$ cat src/sv/edfts_pkg.sv
// Shared constants, types and helper functions of the EDF tick scheduler.
package edfts_pkg;

    localparam int NUM_TASKS = 8;
    localparam int TIME_BITS = 32;
    localparam int TASK_W    = (NUM_TASKS > 1) ? $clog2(NUM_TASKS) : 1;

    localparam logic [TIME_BITS-1:0] TIME_MAX = '1;

    localparam logic [1:0] OP_LOAD    = 2'd0;
    localparam logic [1:0] OP_RESTART = 2'd1;
    localparam logic [1:0] OP_TICK    = 2'd2;

    // One task entry as it sits in the task memory.
    typedef struct packed {
        logic [15:0]          period;
        logic [7:0]           wcet;
        logic [7:0]           work_left;
        logic [TIME_BITS-1:0] abs_deadline;
        logic [TIME_BITS-1:0] next_release;
    } task_entry_t;

    // Control group from the sequencer to the task memory.
    typedef struct packed {
        logic              we;
        logic [TASK_W-1:0] waddr;
        logic [TASK_W-1:0] raddr;
    } mem_ctl_t;

    typedef enum logic [2:0] {
        ST_IDLE,
        ST_LOAD,
        ST_RST_RD,
        ST_RST_WR,
        ST_SCAN,
        ST_SCAN_LAST,
        ST_UPDATE,
        ST_RESP
    } state_t;

    // Saturating add of a period to a time value.
    function automatic logic [TIME_BITS-1:0] sat_add(input logic [TIME_BITS-1:0] a,
                                                     input logic [15:0] b);
        logic [TIME_BITS:0] sum;
        sum = {1'b0, a} + (TIME_BITS+1)'(b);
        return sum[TIME_BITS] ? TIME_MAX : sum[TIME_BITS-1:0];
    endfunction

    // Entry of a task whose first job is released at time zero.
    function automatic task_entry_t first_job(input logic [15:0] period,
                                              input logic [7:0] wcet);
        task_entry_t e;
        logic        en;
        en             = (period != 16'd0) && (wcet != 8'd0);
        e.period       = period;
        e.wcet         = wcet;
        e.work_left    = en ? wcet : 8'd0;
        e.abs_deadline = en ? TIME_BITS'(period) : '0;
        e.next_release = '0;
        return e;
    endfunction

endpackage

$ cat src/sv/edfts_task_ram.sv
// Task table memory with per-entry valid bits; unwritten entries read as zero.
module edfts_task_ram (
    input  logic                   aclk,
    input  logic                   aresetn,
    input  edfts_pkg::mem_ctl_t    ctl,
    input  edfts_pkg::task_entry_t wdata,
    output edfts_pkg::task_entry_t rdata
);

    edfts_pkg::task_entry_t mem [edfts_pkg::NUM_TASKS];

    logic [edfts_pkg::NUM_TASKS-1:0] valid_reg;
    edfts_pkg::task_entry_t          rdata_reg;

    always_ff @(posedge aclk) begin
        if (!aresetn) begin
            valid_reg <= '0;
        end else if (ctl.we) begin
            valid_reg[ctl.waddr] <= 1'b1;
        end
    end

    always_ff @(posedge aclk) begin
        if (ctl.we) begin
            mem[ctl.waddr] <= wdata;
        end
    end

    // A read of the entry being written in the same cycle returns its previous contents.
    always_ff @(posedge aclk) begin
        if (valid_reg[ctl.raddr]) begin
            rdata_reg <= mem[ctl.raddr];
        end else begin
            rdata_reg <= '0;
        end
    end

    assign rdata = rdata_reg;

endmodule

$ cat src/sv/edf_tick_scheduler.sv
// Top level of the earliest-deadline-first tick scheduler.
//
// The block keeps a table of periodic tasks (deadline equal to period) in a
// small synchronous memory and answers every request with exactly one
// result. The request kind travels in s_tuser: load writes one task entry
// and releases its first job at time zero, restart sets time to zero, clears
// the failed mark and restarts the first job of every task, and tick picks
// the released job with work left and the earliest absolute deadline (the
// lowest index wins ties), runs it one tick and rearms it at its next period
// when its work is done. Any other kind only reports the current state.
// Requests are handled one at a time: the tick scan reads one task entry
// per cycle through the memory read port, and a restart reads each entry
// and then writes it back. A result waits in an output register, so the
// next request is taken while the previous result is still pending on the
// master side. Time saturates at its largest value, which sets the failed
// mark.
module edf_tick_scheduler (
    input  logic        aclk,
    input  logic        aresetn,
    input  logic        s_tvalid,
    output logic        s_tready,
    input  logic [1:0]  s_tuser,   // opcode
    input  logic [31:0] s_tdata,   // task_index[2:0], task_period[18:3], task_wcet[26:19]
    output logic        m_tvalid,
    input  logic        m_tready,
    output logic [39:0] m_tdata    // tick_time[31:0], run_task[34:32], idle[35],
                                   // missed[36], job_finished[37], failed[38]
);

    localparam int TB = edfts_pkg::TIME_BITS;
    localparam int TW = edfts_pkg::TASK_W;
    localparam logic [TW-1:0] LAST_TASK = TW'(edfts_pkg::NUM_TASKS - 1);

    edfts_pkg::state_t state_reg, state_next;

    logic [2:0]  idx_reg, idx_next;
    logic [15:0] period_reg, period_next;
    logic [7:0]  wcet_reg, wcet_next;

    logic [TB-1:0] now_reg, now_next;
    logic          fail_reg, fail_next;

    logic [TW-1:0] cnt_reg, cnt_next;
    logic          pend_reg, pend_next;
    logic [TW-1:0] eval_idx_reg, eval_idx_next;

    logic                   found_reg, found_next;
    logic [TW-1:0]          best_idx_reg, best_idx_next;
    edfts_pkg::task_entry_t best_reg, best_next;

    logic [31:0] res_time_reg, res_time_next;
    logic [2:0]  res_run_reg, res_run_next;
    logic        res_idle_reg, res_idle_next;
    logic        res_missed_reg, res_missed_next;
    logic        res_fin_reg, res_fin_next;

    logic        m_tvalid_reg, m_tvalid_next;
    logic [39:0] m_tdata_reg, m_tdata_next;

    edfts_pkg::mem_ctl_t    mem_ctl;
    edfts_pkg::task_entry_t mem_wdata;
    edfts_pkg::task_entry_t mem_rdata;
    edfts_pkg::task_entry_t upd_entry;

    logic s_fire;
    logic cand_ready;
    logic cand_take;
    logic out_free;

    edfts_task_ram u_task_ram (
        .aclk    (aclk),
        .aresetn (aresetn),
        .ctl     (mem_ctl),
        .wdata   (mem_wdata),
        .rdata   (mem_rdata)
    );

    assign s_tready = (state_reg == edfts_pkg::ST_IDLE);
    assign s_fire   = s_tvalid && s_tready;
    assign out_free = !m_tvalid_reg || m_tready;

    // A scanned entry competes when its job is released and has work left.
    assign cand_ready = (mem_rdata.work_left != 8'd0) && (mem_rdata.next_release <= now_reg);
    assign cand_take  = cand_ready &&
                        (!found_reg || (mem_rdata.abs_deadline < best_reg.abs_deadline));

    // Entry of the chosen job after it has run for one tick.
    always_comb begin
        upd_entry           = best_reg;
        upd_entry.work_left = best_reg.work_left - 8'd1;
        if (best_reg.work_left == 8'd1) begin
            upd_entry.work_left    = best_reg.wcet;
            upd_entry.next_release = edfts_pkg::sat_add(best_reg.next_release, best_reg.period);
            upd_entry.abs_deadline = edfts_pkg::sat_add(best_reg.abs_deadline, best_reg.period);
        end
    end

    always_comb begin
        state_next      = state_reg;
        idx_next        = idx_reg;
        period_next     = period_reg;
        wcet_next       = wcet_reg;
        now_next        = now_reg;
        fail_next       = fail_reg;
        cnt_next        = cnt_reg;
        pend_next       = 1'b0;
        eval_idx_next   = cnt_reg;
        found_next      = found_reg;
        best_idx_next   = best_idx_reg;
        best_next       = best_reg;
        res_time_next   = res_time_reg;
        res_run_next    = res_run_reg;
        res_idle_next   = res_idle_reg;
        res_missed_next = res_missed_reg;
        res_fin_next    = res_fin_reg;
        m_tvalid_next   = m_tvalid_reg && !m_tready;
        m_tdata_next    = m_tdata_reg;

        mem_ctl.we    = 1'b0;
        mem_ctl.waddr = cnt_reg;
        mem_ctl.raddr = cnt_reg;
        mem_wdata     = edfts_pkg::first_job(mem_rdata.period, mem_rdata.wcet);

        case (state_reg)
            edfts_pkg::ST_IDLE: begin
                if (s_fire) begin
                    idx_next        = s_tdata[2:0];
                    period_next     = s_tdata[18:3];
                    wcet_next       = s_tdata[26:19];
                    cnt_next        = '0;
                    found_next      = 1'b0;
                    res_time_next   = 32'(now_reg);
                    res_run_next    = 3'd0;
                    res_idle_next   = 1'b1;
                    res_missed_next = 1'b0;
                    res_fin_next    = 1'b0;
                    case (s_tuser)
                        edfts_pkg::OP_LOAD: begin
                            state_next = edfts_pkg::ST_LOAD;
                        end
                        edfts_pkg::OP_RESTART: begin
                            now_next      = '0;
                            fail_next     = 1'b0;
                            res_time_next = 32'd0;
                            state_next    = edfts_pkg::ST_RST_RD;
                        end
                        edfts_pkg::OP_TICK: begin
                            state_next = edfts_pkg::ST_SCAN;
                        end
                        default: begin
                            state_next = edfts_pkg::ST_RESP;
                        end
                    endcase
                end
            end

            edfts_pkg::ST_LOAD: begin
                mem_ctl.we    = (int'(idx_reg) < edfts_pkg::NUM_TASKS);
                mem_ctl.waddr = TW'(idx_reg);
                mem_wdata     = edfts_pkg::first_job(period_reg, wcet_reg);
                state_next    = edfts_pkg::ST_RESP;
            end

            edfts_pkg::ST_RST_RD: begin
                state_next = edfts_pkg::ST_RST_WR;
            end

            edfts_pkg::ST_RST_WR: begin
                mem_ctl.we = 1'b1;
                cnt_next   = cnt_reg + TW'(1);
                if (cnt_reg == LAST_TASK) begin
                    state_next = edfts_pkg::ST_RESP;
                end else begin
                    state_next = edfts_pkg::ST_RST_RD;
                end
            end

            edfts_pkg::ST_SCAN, edfts_pkg::ST_SCAN_LAST: begin
                // Read entry cnt this cycle, judge the entry read in the previous cycle.
                if (pend_reg && cand_take) begin
                    found_next    = 1'b1;
                    best_idx_next = eval_idx_reg;
                    best_next     = mem_rdata;
                end
                if (state_reg == edfts_pkg::ST_SCAN) begin
                    pend_next = 1'b1;
                    cnt_next  = cnt_reg + TW'(1);
                    if (cnt_reg == LAST_TASK) begin
                        state_next = edfts_pkg::ST_SCAN_LAST;
                    end
                end else begin
                    state_next = edfts_pkg::ST_UPDATE;
                end
            end

            edfts_pkg::ST_UPDATE: begin
                if (found_reg) begin
                    mem_ctl.we      = 1'b1;
                    mem_ctl.waddr   = best_idx_reg;
                    mem_wdata       = upd_entry;
                    res_run_next    = 3'(best_idx_reg);
                    res_idle_next   = 1'b0;
                    res_fin_next    = (best_reg.work_left == 8'd1);
                    res_missed_next = (now_reg >= best_reg.abs_deadline);
                    if (now_reg >= best_reg.abs_deadline) begin
                        fail_next = 1'b1;
                    end
                end
                if (now_reg == edfts_pkg::TIME_MAX) begin
                    fail_next = 1'b1;
                end else begin
                    now_next = now_reg + TB'(1);
                end
                state_next = edfts_pkg::ST_RESP;
            end

            edfts_pkg::ST_RESP: begin
                if (out_free) begin
                    m_tvalid_next = 1'b1;
                    m_tdata_next  = {1'b0, fail_reg, res_fin_reg, res_missed_reg,
                                     res_idle_reg, res_run_reg, res_time_reg};
                    state_next    = edfts_pkg::ST_IDLE;
                end
            end

            default: begin
                state_next = edfts_pkg::ST_IDLE;
            end
        endcase
    end

    always_ff @(posedge aclk) begin
        if (!aresetn) begin
            state_reg    <= edfts_pkg::ST_IDLE;
            now_reg      <= '0;
            fail_reg     <= 1'b0;
            cnt_reg      <= '0;
            pend_reg     <= 1'b0;
            found_reg    <= 1'b0;
            m_tvalid_reg <= 1'b0;
        end else begin
            state_reg    <= state_next;
            now_reg      <= now_next;
            fail_reg     <= fail_next;
            cnt_reg      <= cnt_next;
            pend_reg     <= pend_next;
            found_reg    <= found_next;
            m_tvalid_reg <= m_tvalid_next;
        end
    end

    always_ff @(posedge aclk) begin
        idx_reg        <= idx_next;
        period_reg     <= period_next;
        wcet_reg       <= wcet_next;
        eval_idx_reg   <= eval_idx_next;
        best_idx_reg   <= best_idx_next;
        best_reg       <= best_next;
        res_time_reg   <= res_time_next;
        res_run_reg    <= res_run_next;
        res_idle_reg   <= res_idle_next;
        res_missed_reg <= res_missed_next;
        res_fin_reg    <= res_fin_next;
        m_tdata_reg    <= m_tdata_next;
    end

    assign m_tvalid = m_tvalid_reg;
    assign m_tdata  = m_tdata_reg;

endmodule
$ cat config.mk
export PLATFORM = sky130hd
export DESIGN_NAME = edf_tick_scheduler
export DESIGN_NICKNAME = d
export VERILOG_FILES = /design/src/sv/edfts_pkg.sv /design/src/sv/edfts_task_ram.sv /design/src/sv/edf_tick_scheduler.sv
export SDC_FILE = /design/constraint.sdc
export NUM_CORES = 2
export LEC_CHECK = 0
export BUFFER_PORTS_ARGS = -buffer_cell sky130_fd_sc_hd__buf_2
export CORE_UTILIZATION = 34
export CTS_CLUSTER_DIAMETER = 200
export DETAILED_ROUTE_END_ITERATION = 10
export PLACE_DENSITY_LB_ADDON = 0.1
export SETUP_SLACK_MARGIN = 0.15
export SYNTH_ARGS = -nofsm -noshare
export SYNTH_HDL_FRONTEND = slang
export SYNTH_SLANG_ARGS = --single-unit
$ cat constraint.sdc
create_clock -name aclk -period 11.2 [get_ports aclk]
set_input_delay 1.12 -clock aclk [delete_from_list [all_inputs] [get_ports aclk]]
set_output_delay 1.12 -clock aclk [all_outputs]
set_load 0.05 [all_outputs]
==> results.toml <==
[placement]
io_buffers = 73
pre_cts_slack_ns = 5.265
placed_cells = 4687
dp_hpwl_um = 74400
gp_congestion = 0.8188

[grt]
grt_pass1_vias = 27020
grt_first_pass_wirelength_um = 181400
grtUsageMet3 = 0.02345
grtUsageMet1 = 0.2508
grt_max_degree = 95
top_usage_layer = "met2"
antenna_found_initial = 1
grtUsageMet2 = 0.2980
grt-ovfl-total = 0
track_usage = 0.1803

[run_status]
outcome = "complete, but fails checks"
violations = "design-rule violations"

[yosys]
ys_types = 80
synth_warnings = 0
ys.flop_type = "edfxtp_1"
yosys.area.top_type = "edfxtp_1"
async_flop_share = 0
netlist_area_sq_um = 46000
postSynthAreaPerCell_sq_um = 15.68
synth_top_area_share = 0.6339
syn_nets = 3108
syn_inst = 2933
synth_edf_count = 971
yosys_register_bits = 1120
synth_area_leaders = "edfxtp_1 (63%), mux4_2 (9.5%), dfxtp_1 (6.5%), ha_1 (3.7%), nand2_1 (2.7%)"
yosysSeqAreaShare = 0.6988

[worst_setup_path]
critical_path_class = "flop to flop"
r2r_slack_ns = 5.38
cp-start-kind = "flop"
endpoint_kind = "flop"
cpMaxStageDelayCell = "buf_4"
path_cells = "and3b_1 -> and2_2 -> buf_4 -> nor3_1 -> nor2_1 -> nand2_1 -> nor2_4 -> buf_4 -> buf_4"
slowest_delay_ns = 0.85
crit_path_frequent_cell = "buf_4"
cp.arrival_ns = 6.14
worstPathRequired_ns = 11.52
cp_max_fo = 54

[route]
firstDrtPassIters = 10
ant_nets = 0
vias = 26190
wl_um = 123300
drt_iter0_markers = 2010
viasPerCell = 5.331
wire_per_inst_um = 25.09
drc = 9

[timing]
fmax_ghz = 0.1717
setup_tns_ns = 0
setup_ws_ns = 5.376
fin_worst_skew_ns = 0.07167
slew_viol_final = 0
finalHoldWorstSlack_ns = 0.3988
post-route-period-util = 0.5200
hold_viol_final = 0
slew_headroom = 0.1688
min_period_ns = 5.824
finalSetupViolations = 0
grt_setup_unrepaired = "false"
tightest_slew_ns = 1.234

[cts]
clk_latency_ns = 0.76
cts.clk_slew.worst_paths_ns = 0.06
htreeDepth = 3
cts_hold_buf = 0
tritoncts = "built"
cts_resized = 0
root_buffer = "clkbuf_16"
cts_setup_buffers = 0
cts.sinks = 1120
cts_buffers = 119
clk_path_buf_depth = 3

[power_and_ir_drop]
p_leak_uw = 0.01723
p_per_area_nw_per_um2 = 234.2
ir_drop_mv = 0.1690

[floorplan]
die_h_um = 369.8
die_w_um = 369.8
coreArea_sq_um = 133800
start_util = 0.3438
io_pins = 80
rows = 134
dieArea_sq_um = 136800

[final_layout]
fillCellCount = 12410
fin_nets = 3215
largest_register_ffs = 768
layout-drive-gt1-share = 0.1730
final_cells = 4913
antenna_cells = 0
area_growth_pct = 13.95

[hold_path]
hold_class = "flop to flop"

[job]
drv_cap = 0
[cell families after synthesis]
family | count (synthesis) | synth area share
XOR/XNOR | 36 | 0.006855
AO/OA/AOI/OAI | 540 | 0.07413
AND/OR/NAND/NOR | 669 | 0.06599
buffers and inverters | 228 | 0.01956
flip-flops | 1120 | 0.6988
adder cells (fa/ha/maj) | 137 | 0.03759
other | 1 | 0.00008153
multiplexers | 202 | 0.09703
[critical path, delay by kind of cell, from the launching register on]
kind | cells | cell delay, ns
buffers and inverters | 3 | 2.20
DFF | 1 | 0.69
and+or+nand+nor | 6 | 2.45
[placed cells by master (no fill, tap or decap), types with 23 or more instances in the layout]
cell type,netlist,layout
a211oi_1,25,25
a21oi_1,215,215
a22oi_1,35,35
buf_2,14,73
buf_4,5,44
clkbuf_1,84,24
clkbuf_16,0,120
dfxtp_1,149,146
edfxtp_1,971,971
ha_1,135,135
inv_1,92,91
mux4_2,195,195
nand2_1,326,325
nand3_1,40,40
nand4_1,23,23
nor2_1,136,128
nor3_1,31,31
nor4_1,26,26
o21ai_0,102,101
[area by class of cell]
class | instances | area [sq um] | area share
Tap cell | 1768 | 2212 | 0.04220
Clock buffer | 157 | 3272 | 0.06242
Multi-Input combinational cell | 1585 | 13050 | 0.2489
Sequential cell | 1120 | 32150 | 0.6134
Inverter | 95 | 359.1 | 0.006851
Timing Repair Buffer | 119 | 735.7 | 0.01404
Clock inverter | 69 | 639.4 | 0.01220
[worst paths after layout]
check	depth (start not counted)	from	to
max	9	state_reg[1]	u_task_ram.mem[3][11]
min	0	eval_idx_reg[2]	best_idx_reg[2]
max reg2reg	9	state_reg[1]	u_task_ram.mem[3][11]
min reg2reg	0	eval_idx_reg[2]	best_idx_reg[2]
[metrics by stage]
step | utilization | total power [uW] | cell area (sq um)
floorplan | - | 7573 | 46000
global placement | 0.3625 | 8489 | 48500
detailed placement | 0.3625 | 8557 | 48500
CTS | 0.3918 | 12480 | 52420
global route | 0.3918 | 12860 | 52420
finish | 0.3918 | 12270 | 52420
[where the power goes]
| part | switching [uW] | leakage, uW | internal, uW | total (uW) |
|---|---|---|---|---|
| clock | 1680 | 0.00188 | 2210 | 3880 |
| sequential | 274 | 0.00983 | 5310 | 5590 |
| combinational | 1780 | 0.00552 | 1020 | 2800 |
| total | 3730 | 0.0172 | 8540 | 12300 |
[cell usage after synthesis (12+ instances only)]
master,count
nand4_1,23
xnor2_1,15
buf_2,14
clkbuf_1,84
a221oi_1,21
xor2_1,21
inv_1,92
a22oi_1,35
nor3_1,31
edfxtp_1,971
nand2_1,326
a21o_1,20
o21ai_0,102
buf_1,29
dfxtp_1,149
a31oi_1,18
nor2_1,136
nor4_1,26
and2_1,12
a21oi_1,215
o21a_1,17
a211oi_1,25
ha_1,135
a221o_1,17
mux4_2,195
nand3_1,40
[layer usage]
layer / vias to the layer above / share of wire
li1: 11720 / -
met1: 13650 / 0.46
met2: 660 / 0.48
met3: 158 / 0.040
met4: 2 / 0.018
met5: - / 0.00011
Power figures use the tool's default switching activity.
